$ cat config.mk
export PLATFORM = sky130hd
export DESIGN_NAME = firmware_image_checksum_flat
export DESIGN_NICKNAME = d
export VERILOG_FILES = /design/src/hdl/fic_pkg.sv /design/src/hdl/fic_if.sv /design/src/hdl/firmware_image_checksum.sv /design/src/hdl/fic_accum.sv /design/src/flat_wrapper.sv
export SDC_FILE = /design/constraint.sdc
export NUM_CORES = 1
export LEC_CHECK = 0
export BUFFER_PORTS_ARGS = -buffer_cell sky130_fd_sc_hd__buf_2
export CAP_MARGIN = 20
export CORE_MARGIN = 1.5
export CORE_UTILIZATION = 35
export CTS_CLUSTER_SIZE = 40
export DETAILED_ROUTE_END_ITERATION = 16
export PLACE_DENSITY = 0.57
export SYNTH_ARGS = -nofsm -noshare
export SYNTH_HDL_FRONTEND = slang
export SYNTH_SLANG_ARGS = --single-unit
$ cat constraint.sdc
create_clock -name clk -period 6.7 [get_ports clk]
set_input_delay 0 -clock clk [delete_from_list [all_inputs] [get_ports clk]]
set_output_delay 0 -clock clk [all_outputs]
set_load 0.03 [all_outputs]
$ cat src/hdl/fic_pkg.sv
// Package for the firmware image checksum block.
// Holds mode, error and register codes, the CRC nibble table and the word CRC function.
// No dependencies.
package fic_pkg;

	// Checksum mode codes; code 3 is unused and behaves as none.
	localparam logic [1:0] MODE_NONE = 2'd0;
	localparam logic [1:0] MODE_SUM  = 2'd1;
	localparam logic [1:0] MODE_CRC  = 2'd2;

	// Error codes reported with the result.
	localparam logic [1:0] ERR_OK      = 2'd0;
	localparam logic [1:0] ERR_CRC_LEN = 2'd1;
	localparam logic [1:0] ERR_OVERRUN = 2'd2;

	// Configuration register indexes.
	localparam logic CFG_MODE   = 1'b0;
	localparam logic CFG_WINDOW = 1'b1;

	localparam logic [31:0] CRC_POLY    = 32'h04C1_1DB7;
	localparam logic [31:0] ERASED_WORD = 32'hFFFF_FFFF;
	localparam logic [23:0] WORDS_MAX   = 24'hFF_FFFF;
	localparam logic [23:0] WINDOW_RST  = 24'd65536;

	// Configuration as seen by the accumulator.
	typedef struct packed {
		logic [1:0]  mode;
		logic [23:0] window;
		logic        restart;
		logic [1:0]  new_mode;
	} fic_cfg_t;

	// One result transaction.
	typedef struct packed {
		logic [31:0] checksum_word;
		logic        checksum_present;
		logic [1:0]  error_code;
	} fic_result_t;

	// Table entry: the top nibble n shifted four bits through the polynomial.
	function automatic logic [31:0] crc_nib_entry(input int n);
		logic [31:0] c;
		c = {n[3:0], 28'd0};
		for (int k = 0; k < 4; k++) begin
			c = c[31] ? ({c[30:0], 1'b0} ^ CRC_POLY) : {c[30:0], 1'b0};
		end
		return c;
	endfunction

	localparam logic [31:0] CRC_NIB [16] = '{
		crc_nib_entry(0),  crc_nib_entry(1),  crc_nib_entry(2),  crc_nib_entry(3),
		crc_nib_entry(4),  crc_nib_entry(5),  crc_nib_entry(6),  crc_nib_entry(7),
		crc_nib_entry(8),  crc_nib_entry(9),  crc_nib_entry(10), crc_nib_entry(11),
		crc_nib_entry(12), crc_nib_entry(13), crc_nib_entry(14), crc_nib_entry(15)
	};

	// MSB-first CRC over one 32-bit word, four bits per table step.
	function automatic logic [31:0] crc_word(input logic [31:0] crc, input logic [31:0] word);
		logic [31:0] c;
		c = crc ^ word;
		for (int k = 0; k < 8; k++) begin
			c = {c[27:0], 4'd0} ^ CRC_NIB[c[31:28]];
		end
		return c;
	endfunction

endpackage

$ cat src/hdl/fic_if.sv
// Stream interfaces of the firmware image checksum block.
// Carry valid, ready and payload for image bytes and checksum results; no dependencies.
interface fic_byte_if;
	logic       valid;
	logic       ready;
	logic [7:0] data_byte;
	logic       last_byte;

	modport source (output valid, data_byte, last_byte, input ready);
	modport sink (input valid, data_byte, last_byte, output ready);
endinterface

interface fic_result_if;
	logic        valid;
	logic        ready;
	logic [31:0] checksum_word;
	logic        checksum_present;
	logic [1:0]  error_code;

	modport source (output valid, checksum_word, checksum_present, error_code, input ready);
	modport sink (input valid, checksum_word, checksum_present, error_code, output ready);
endinterface

$ cat src/hdl/firmware_image_checksum.sv
// Firmware image checksum: an accepted final byte passes the input register, then the
// result register, before it is offered as the result transaction.
// Throughput is one byte per cycle; the input stalls only while a finished result
// waits and a further final byte is held in the input register.
// Reset clears configuration to crc32 mode with a 65536-byte window and restarts the image.
// Depends on fic_pkg, fic_if and fic_accum.
module firmware_image_checksum import fic_pkg::*; (
	input  logic                clk,
	input  logic                arst_n,
	fic_byte_if.sink            image,
	fic_result_if.source        checksum,
	input  logic                write_en,
	input  logic                write_index,
	input  logic [23:0]         write_data
);

	logic        mode_restart;
	logic [1:0]  mode_q;
	logic [23:0] window_q;
	logic        valid_s1;
	logic [7:0]  data_s1;
	logic        last_s1;
	logic        out_valid_q;
	fic_result_t out_q;
	fic_result_t result;
	fic_cfg_t    cfg;
	logic        out_free;
	logic        go_s1;
	logic        proc;

	// Configuration registers.
	assign mode_restart = write_en && (write_index == CFG_MODE);

	always_ff @(posedge clk or negedge arst_n) begin
		if (!arst_n) begin
			mode_q   <= MODE_CRC;
			window_q <= WINDOW_RST;
		end else if (write_en) begin
			case (write_index)
				CFG_MODE:   mode_q   <= write_data[1:0];
				CFG_WINDOW: window_q <= write_data;
				default:    mode_q   <= mode_q;
			endcase
		end
	end

	assign cfg = '{mode: mode_q, window: window_q, restart: mode_restart,
		new_mode: write_data[1:0]};

	// The input stage moves on unless a final byte meets an occupied result register that is not being taken.
	assign out_free    = !out_valid_q || checksum.ready;
	assign go_s1       = !last_s1 || out_free;
	assign proc        = valid_s1 && go_s1;
	assign image.ready = !valid_s1 || go_s1;

	// Input register.
	always_ff @(posedge clk or negedge arst_n) begin
		if (!arst_n) begin
			valid_s1 <= 1'b0;
		end else if (image.ready) begin
			valid_s1 <= image.valid;
		end
	end

	always_ff @(posedge clk) begin
		if (image.ready && image.valid) begin
			data_s1 <= image.data_byte;
			last_s1 <= image.last_byte;
		end
	end

	fic_accum u_accum (
		.clk       (clk),
		.arst_n    (arst_n),
		.proc      (proc),
		.data_byte (data_s1),
		.last_byte (last_s1),
		.cfg       (cfg),
		.result    (result)
	);

	// Result register.
	always_ff @(posedge clk or negedge arst_n) begin
		if (!arst_n) begin
			out_valid_q <= 1'b0;
		end else if (proc && last_s1) begin
			out_valid_q <= 1'b1;
		end else if (checksum.ready) begin
			out_valid_q <= 1'b0;
		end
	end

	always_ff @(posedge clk) begin
		if (proc && last_s1) begin
			out_q <= result;
		end
	end

	assign checksum.valid            = out_valid_q;
	assign checksum.checksum_word    = out_q.checksum_word;
	assign checksum.checksum_present = out_q.checksum_present;
	assign checksum.error_code       = out_q.error_code;

endmodule

$ cat src/hdl/fic_accum.sv
// Word gathering, CRC or sum accumulation and final checksum computation.
// Depends on fic_pkg.
module fic_accum import fic_pkg::*; (
	input  logic        clk,
	input  logic        arst_n,
	input  logic        proc,
	input  logic [7:0]  data_byte,
	input  logic        last_byte,
	input  fic_cfg_t    cfg,
	output fic_result_t result
);

	logic [23:0] partial_q;
	logic [1:0]  biw_q;
	logic [31:0] run_q;
	logic [23:0] ws_q;
	logic        ovr_q;

	logic [31:0] word;
	logic        full;
	logic        take;
	logic [31:0] crc_next;
	logic [31:0] sum_next;
	logic [23:0] ws_inc;
	logic        ovr_now;
	logic [31:0] run_f;
	logic [23:0] ws_f;
	logic        ovr_f;
	logic [23:0] limit;
	logic [25:0] size;
	logic [24:0] diff3;
	logic [31:0] pad;
	logic [31:0] run_init;
	logic [31:0] run_restart;

	// Assemble the little-endian word with the incoming byte.
	assign word = {8'd0, partial_q} | ({24'd0, data_byte} << {biw_q, 3'b000});
	assign full = (biw_q == 2'd3);
	assign take = full || last_byte;

	// Candidate updates for both modes.
	assign crc_next = crc_word(run_q, word);
	assign sum_next = run_q + word;
	assign ws_inc   = (ws_q != WORDS_MAX) ? ws_q + 24'd1 : ws_q;
	assign ovr_now  = ({1'b0, ws_inc, 2'b00} + 27'd4) > {3'd0, cfg.window};

	// State after the word of this byte, if any, has been taken.
	always_comb begin
		run_f = run_q;
		ws_f  = ws_q;
		ovr_f = ovr_q;
		if (take) begin
			case (cfg.mode)
				MODE_CRC: run_f = crc_next;
				MODE_SUM: begin
					run_f = sum_next;
					ws_f  = ws_inc;
					ovr_f = ovr_q | ovr_now;
				end
				default: run_f = run_q;
			endcase
		end
	end

	// Padding with erased words subtracts one per word, so the result is pad - sum.
	assign limit = (cfg.window >= 24'd4) ? cfg.window - 24'd4 : 24'd0;
	assign size  = {ws_f, 2'b00};
	assign diff3 = {1'b0, limit} - size[24:0] + 25'd3;
	assign pad   = ({2'd0, size} < {4'd0, limit}) ? {9'd0, diff3[24:2]} : 32'd0;

	// Result of the final byte.
	always_comb begin
		result = '0;
		case (cfg.mode)
			MODE_CRC: begin
				result.checksum_word    = run_f;
				result.checksum_present = 1'b1;
				result.error_code       = full ? ERR_OK : ERR_CRC_LEN;
			end
			MODE_SUM: begin
				result.checksum_word    = pad - run_f;
				result.checksum_present = 1'b1;
				result.error_code       = ovr_f ? ERR_OVERRUN : ERR_OK;
			end
			default: result = '0;
		endcase
	end

	assign run_init    = (cfg.mode == MODE_CRC) ? ERASED_WORD : 32'd0;
	assign run_restart = (cfg.new_mode == MODE_CRC) ? ERASED_WORD : 32'd0;

	// Image state; a mode write or the final byte restarts the image.
	always_ff @(posedge clk or negedge arst_n) begin
		if (!arst_n) begin
			partial_q <= '0;
			biw_q     <= '0;
			run_q     <= ERASED_WORD;
			ws_q      <= '0;
			ovr_q     <= 1'b0;
		end else if (cfg.restart) begin
			partial_q <= '0;
			biw_q     <= '0;
			run_q     <= run_restart;
			ws_q      <= '0;
			ovr_q     <= 1'b0;
		end else if (proc) begin
			if (last_byte) begin
				partial_q <= '0;
				biw_q     <= '0;
				run_q     <= run_init;
				ws_q      <= '0;
				ovr_q     <= 1'b0;
			end else begin
				partial_q <= full ? 24'd0 : word[23:0];
				biw_q     <= biw_q + 2'd1;
				run_q     <= run_f;
				ws_q      <= ws_f;
				ovr_q     <= ovr_f;
			end
		end
	end

endmodule

$ cat src/flat_wrapper.sv
// flat-port wrapper written by rule: the top's interface ports become plain ports
module firmware_image_checksum_flat import fic_pkg::*;
  (clk, arst_n, write_en, write_index, write_data, image_valid, image_data_byte, image_last_byte, image_ready, checksum_valid, checksum_checksum_word, checksum_checksum_present, checksum_error_code, checksum_ready);
  fic_byte_if image_i ();
  fic_result_if checksum_i ();
  input  logic clk;
  input  logic arst_n;
  input  logic write_en;
  input  logic write_index;
  input  logic [23:0] write_data;
  input wire logic [$bits(image_i.valid)-1:0] image_valid;
  input wire logic [$bits(image_i.data_byte)-1:0] image_data_byte;
  input wire logic [$bits(image_i.last_byte)-1:0] image_last_byte;
  output wire logic [$bits(image_i.ready)-1:0] image_ready;
  output wire logic [$bits(checksum_i.valid)-1:0] checksum_valid;
  output wire logic [$bits(checksum_i.checksum_word)-1:0] checksum_checksum_word;
  output wire logic [$bits(checksum_i.checksum_present)-1:0] checksum_checksum_present;
  output wire logic [$bits(checksum_i.error_code)-1:0] checksum_error_code;
  input wire logic [$bits(checksum_i.ready)-1:0] checksum_ready;
  assign image_i.valid = image_valid;
  assign image_i.data_byte = image_data_byte;
  assign image_i.last_byte = image_last_byte;
  assign image_ready = image_i.ready;
  assign checksum_valid = checksum_i.valid;
  assign checksum_checksum_word = checksum_i.checksum_word;
  assign checksum_checksum_present = checksum_i.checksum_present;
  assign checksum_error_code = checksum_i.error_code;
  assign checksum_i.ready = checksum_ready;
  firmware_image_checksum u_core (.clk(clk), .arst_n(arst_n), .image(image_i), .checksum(checksum_i), .write_en(write_en), .write_index(write_index), .write_data(write_data));
endmodule
; After elaboration in Yosys (flattened, before gate mapping)
; Memories as Yosys holds them, arrays and structs flattened.
; Index checks and enable logic that the tools add are counted.
[word_totals]
out_inout_bits = 37
ff_bits = 155
wordCells = 130
n_memories = 8
romBits = 4096
in_bits = 39
[mem_list]
columns = memory, depth, width, rd, rd_ports_with_merged_regs, wr, line_no
row1 = (no name shown), 16, 32, 1, 0, 0, fic_pkg.sv:62  ; c = {c[27:0], 4'd0} ^ CRC_NIB[c[31:28]];
row2 = (no name shown), 16, 32, 1, 0, 0, fic_pkg.sv:62
row3 = (no name shown), 16, 32, 1, 0, 0, fic_pkg.sv:62
row4 = (no name shown), 16, 32, 1, 0, 0, fic_pkg.sv:62
row5 = (no name shown), 16, 32, 1, 0, 0, fic_pkg.sv:62
row6 = (no name shown), 16, 32, 1, 0, 0, fic_pkg.sv:62
row7 = 2 more memories, n/a, n/a, n/a, n/a, n/a, n/a
[op_classes]
add_sub_neg = 8
reduce_logical = 15
n_lt_le_gt_ge = 11
bitwise = 20
eq_ne = 5
mux = 48
shift = 1
[op_table]
columns = op, n
row1 = 32-bit 2-to-1 mux, 22
row2 = 32-bit bitwise XOR, 9
row3 = 24-bit 2-to-1 mux, 11
row4 = 35-bit one-hot mux with 2 select lines, 1
row5 = 32-bit one-hot mux with 2 select lines, 1
row6 = "5-bit >= comparator, second input constant", 8
row7 = 4-bit inverter with 5-bit output, 8
row8 = 32-bit adder, 1
row9 = 24-bit by 32-bit OR with 32-bit output, 1
row10 = 8-bit by 5-bit << shifter with 32-bit output, 1
row11 = 23-bit by 32-bit subtractor with 32-bit output, 1
row12 = "26-bit by 3-bit adder with 27-bit output, second input constant", 1
row13 = 27-bit by 24-bit > comparator with 1-bit output, 1
row14 = 26-bit by 24-bit less-than comparator with 1-bit output, 1
row15 = "25-bit by 2-bit adder with 25-bit output, second input constant", 1
row16 = 24-bit by 25-bit subtractor with 25-bit output, 1
row17 = "24-bit by 1-bit adder with 24-bit output, second input constant", 1
row18 = "24-bit by 3-bit >= comparator with 1-bit output, second input constant", 1
row19 = "24-bit != test, second input constant", 1
row20 = "24-bit by 3-bit subtractor with 24-bit output, second input constant", 1
row21 = 23-bit 2-to-1 mux, 1
row22 = 1-bit 2-to-1 mux, 8
row23 = 2-bit 2-to-1 mux, 4
row24 = "2-bit == test, second input constant", 3
row25 = other kinds (9), 19

; Logic depth before layout (Yosys ltp)
[depth]
depth_word = 48
ltp_mapped = 39

; Cells and area by module
; From an unflattened synthesis, not the netlist that was laid out.
[hier_totals]
cells_unflattened = 1896
hier_area_um2 = 16656.0
[by_module_without_submodules]
columns = module, cells_each, instances, area_each_um2, seq_area_each_um2
row1 = fic_accum, 1785, 1, 14258.7, 2117.0
row2 = firmware_image_checksum, 111, 1, 2397.3, 2024.4

; Worst setup path before layout
; No wires, ideal clock.
[synth_path]
path_kind = flip-flop to flip-flop
startpoint = register u_core.window_q[4]
endpoint = register u_core.out_q (netlist bit u_core.checksum.checksum_word[31]), data pin
period_less_slack_ps = 7461
arrival_time_ps = 7195
required_ps = 6434
setup_time_ps = 266
path_slack_ps = -761
stages_incl_launch_ff = 34
cell_sequence = dfrtp_1 or4_1 nor4b_1 nand4_1 clkbuf_1 nand2_1 ha_1 inv_1 fa_1 nor2b_1 o21ai_0 a21boi_0 o21ai_0 a21boi_0 o21ai_0 a21boi_0 o21ai_0 a21oi_1 o21a_1 o21a_1 o21a_1 o21ai_0 nand2_1 xnor2_1 nor2_1 ha_1 and4_1 a221o_1 a221o_1 a211o_1 a41o_1 nor4b_1 xor2_1 o21ai_1
[synth_rtl]
columns = element, line_no
row1 = start: declaration, firmware_image_checksum.sv:19  ; logic [23:0] window_q;
row2 = start signal: assignment, firmware_image_checksum.sv:41  ; CFG_WINDOW: window_q <= write_data;
row3 = end signal: assignment, firmware_image_checksum.sv:95  ; out_q <= result;
row4 = end: declaration, firmware_image_checksum.sv:24  ; fic_result_t out_q;

==> results.ini <==
[global_routing]
grt_pass1_vias=15410
track_usage_pct=24.16
grt_max_degree=83
antenna_found_initial=1
grt-ovfl-total=0
grt_pass1_wl_microns=88460

[sta]
clock_skew_ns=0.01508
slew_viol_final=0
post-route-period-util_pct=102.7
max_freq_mhz=145.4
final.setup.tns_ns=-0.9795
slew_headroom_pct=25.80
hold_viol=0
setup_ws_ns=-0.1790
layout_min_cycle_time_ns=6.879
setup_viol=10
hold_ws_ns=0.05420
rsz0062_at_grt=yes
tightest_slew_ns=1.085

[route]
firstDrtPassIters=5
wire_per_inst_microns=19.32
ant_nets=0
drt_iter0_drc=1268
routed_wl_microns=57820
post_drt_via_cell_ratio=5.273
drc=0
num_vias=15780

[critical_path]
cp_common_cell=buf_4
worstSetupStartpointType=flop
r2r_slack_ns=-0.18
crit_slowest_cell=xor3_2
crit_type=flop to flop
timing.critical_path.arrival_ns=7.09
worst-path-max-fanout=6
crit_path_end_kind=flop
critPathRequiredTime_ns=6.91
max_stage_delay_ns=0.53

[synthesis]
syn-num-nets=2070
netlist_instances=1877
synth.area.top_cells=xnor2_1 (13%), dfrtp_1 (12%), ha_1 (11%)
async_flop_share_pct=71.61
ys_types=83
syn_area_per_cell_sq_um=8.744
ys.flop_type=dfrtp_1
synth_area_leader_cell=xnor2_1
ys_seq_elements=155
syn_area_sq_mm=0.01641
ys_seq_area_share_pct=25.23
yosysWarnings=0
synth_top_area_share_pct=12.91
synth_edf_count=44

[place]
dp_slack_ns=-0.4488
io_buffers=75
dp_cells=2872
gp_congestion=0.9752
dp_hpwl_microns=45750

[clock_tree]
h-tree-depth=4
clk_latency_ns=0.48
cts_root_buf=clkbuf_16
path_clk_slew_ns=0.07
cts-buffers-inserted=17
tritoncts=yes
cts.path.max_buffers=2
numClockSinks=155

[die]
die_width_microns=219.5
die_area_sq_mm=0.04820
core.rowCount=79
initial_core_util_pct=35.33
io_pins=76
coreArea_sq_mm=0.04646
dieHeight_microns=219.5

[status]
violations=setup timing
outcome=complete, but fails checks

[flow_run]
drv_cap=0

[cells_and_area]
drive_gt1_share_pct=32.40
syn_to_final_growth_pct=36.72
final_common_cell=buf_4
antenna_cells=0
layout_common_cells=buf_4 (432), xnor2_1 (225), nand2_1 (160)
fin_nets=2566
layout.cells.non_filler=2993

[hold_path]
hold_class=primary input to flop

metal layers:
layer	track usage, %	wire length [microns]	share of wire [%]
met4	6.667	1299	2.2
met1	33.08	26500	46
met2	39.36	27030	47
met3	3.685	2990	5.2
met5	0	0	0
kinds of logic after synthesis:
group | Yosys count | synth area share (%)
fa+ha+maj | 155 | 11.98
flops | 155 | 25.23
mux | 35 | 2.340
buf+inv | 199 | 4.650
simple gates | 475 | 13.69
xor+xnor | 369 | 23.15
compound gates | 489 | 18.95
cells in the mapped netlist (all sizes together) (27+ instances only):
cell type    n
a21oi      112
mux2        27
clkbuf      70
dfstp       34
xnor2      249
dfrtp       77
nand2      164
o21ai      139
nor3        36
ha         150
xor2        89
nor2       112
o22ai       28
a21boi      28
a21o        64
nand3       36
edfxtp      44
inv        114
registers in the layout (all words and copies together), names as in the netlist, 2 cells and up:
signal                         cells
u_core.checksum.checksum_word     32
u_core.checksum.error_code         2
u_core.data_s1                     8
u_core.mode_q                      2
u_core.u_accum.biw_q               2
u_core.u_accum.partial_q          24
u_core.u_accum.run_q              32
u_core.u_accum.ws_q               24
u_core.window_q                   24
through the flow:
step	utilization (%)	cell area, sq um
CTS	46.73	21710
detailed placement	43.86	20380
floorplan	-	16550
finish	48.30	22440
global route	48.30	22440
global placement	43.86	20380
timing repair:
action | CTS | global route
gates resized for setup | 37 | 110
pin swaps | 26 | 28
hold endpoints to repair | 83 | 0
gates cloned | 0 | 1
buffers inserted | 25 | 22
endpoints found under the setup margin | 19 | 21
hold buffers | 40 | 0
worst max-delay path: cells and delay by family, from the launching register on:
| kind | cells | cell delay, ns |
|---|---|---|
| buffers and inverters | 7 | 1.18 |
| adders and majority gates | 2 | 0.53 |
| AOI/OAI and AO/OA | 10 | 2.09 |
| and+or+nand+nor | 3 | 0.26 |
| DFF | 1 | 0.40 |
| xor gates and xnor gates | 8 | 2.14 |
worst paths after layout:
check | startpoint | end | depth (start not counted)
hold / removal | write_index | u_core.u_accum.biw_q[0]$_DFFE_PN0P_ | 3
min in group asynchronous | arst_n | u_core.u_accum.ws_q[17]$_DFFE_PN0P_ | 2
hold reg to reg | u_core.u_accum.partial_q[10]$_DFFE_PN0P_ | u_core.u_accum.partial_q[10]$_DFFE_PN0P_ | 2
max in group asynchronous | arst_n | u_core.u_accum.partial_q[12]$_DFFE_PN0P_ | 3
setup / recovery | u_core.u_accum.biw_q[0]$_DFFE_PN0P_ | u_core.checksum.checksum_word[29]$_DFFE_PP_ | 30
setup reg to reg | u_core.u_accum.biw_q[0]$_DFFE_PN0P_ | u_core.checksum.checksum_word[29]$_DFFE_PP_ | 30
layout make-up:
| class | count | area, sq um |
|---|---|---|
| tap | 607 | 759.5 |
| timing repair buffer | 562 | 4222 |
| inverter | 114 | 427.9 |
| clock buffer | 17 | 425.4 |
| fill | 4425 | 24020 |
| sequential | 155 | 4141 |
| clock inverter | 15 | 138.9 |
| multi-input combinational | 1523 | 12320 |
Power is not shown: default switching activity piles up to over one toggle a cycle in this logic, so the estimate is an artifact.
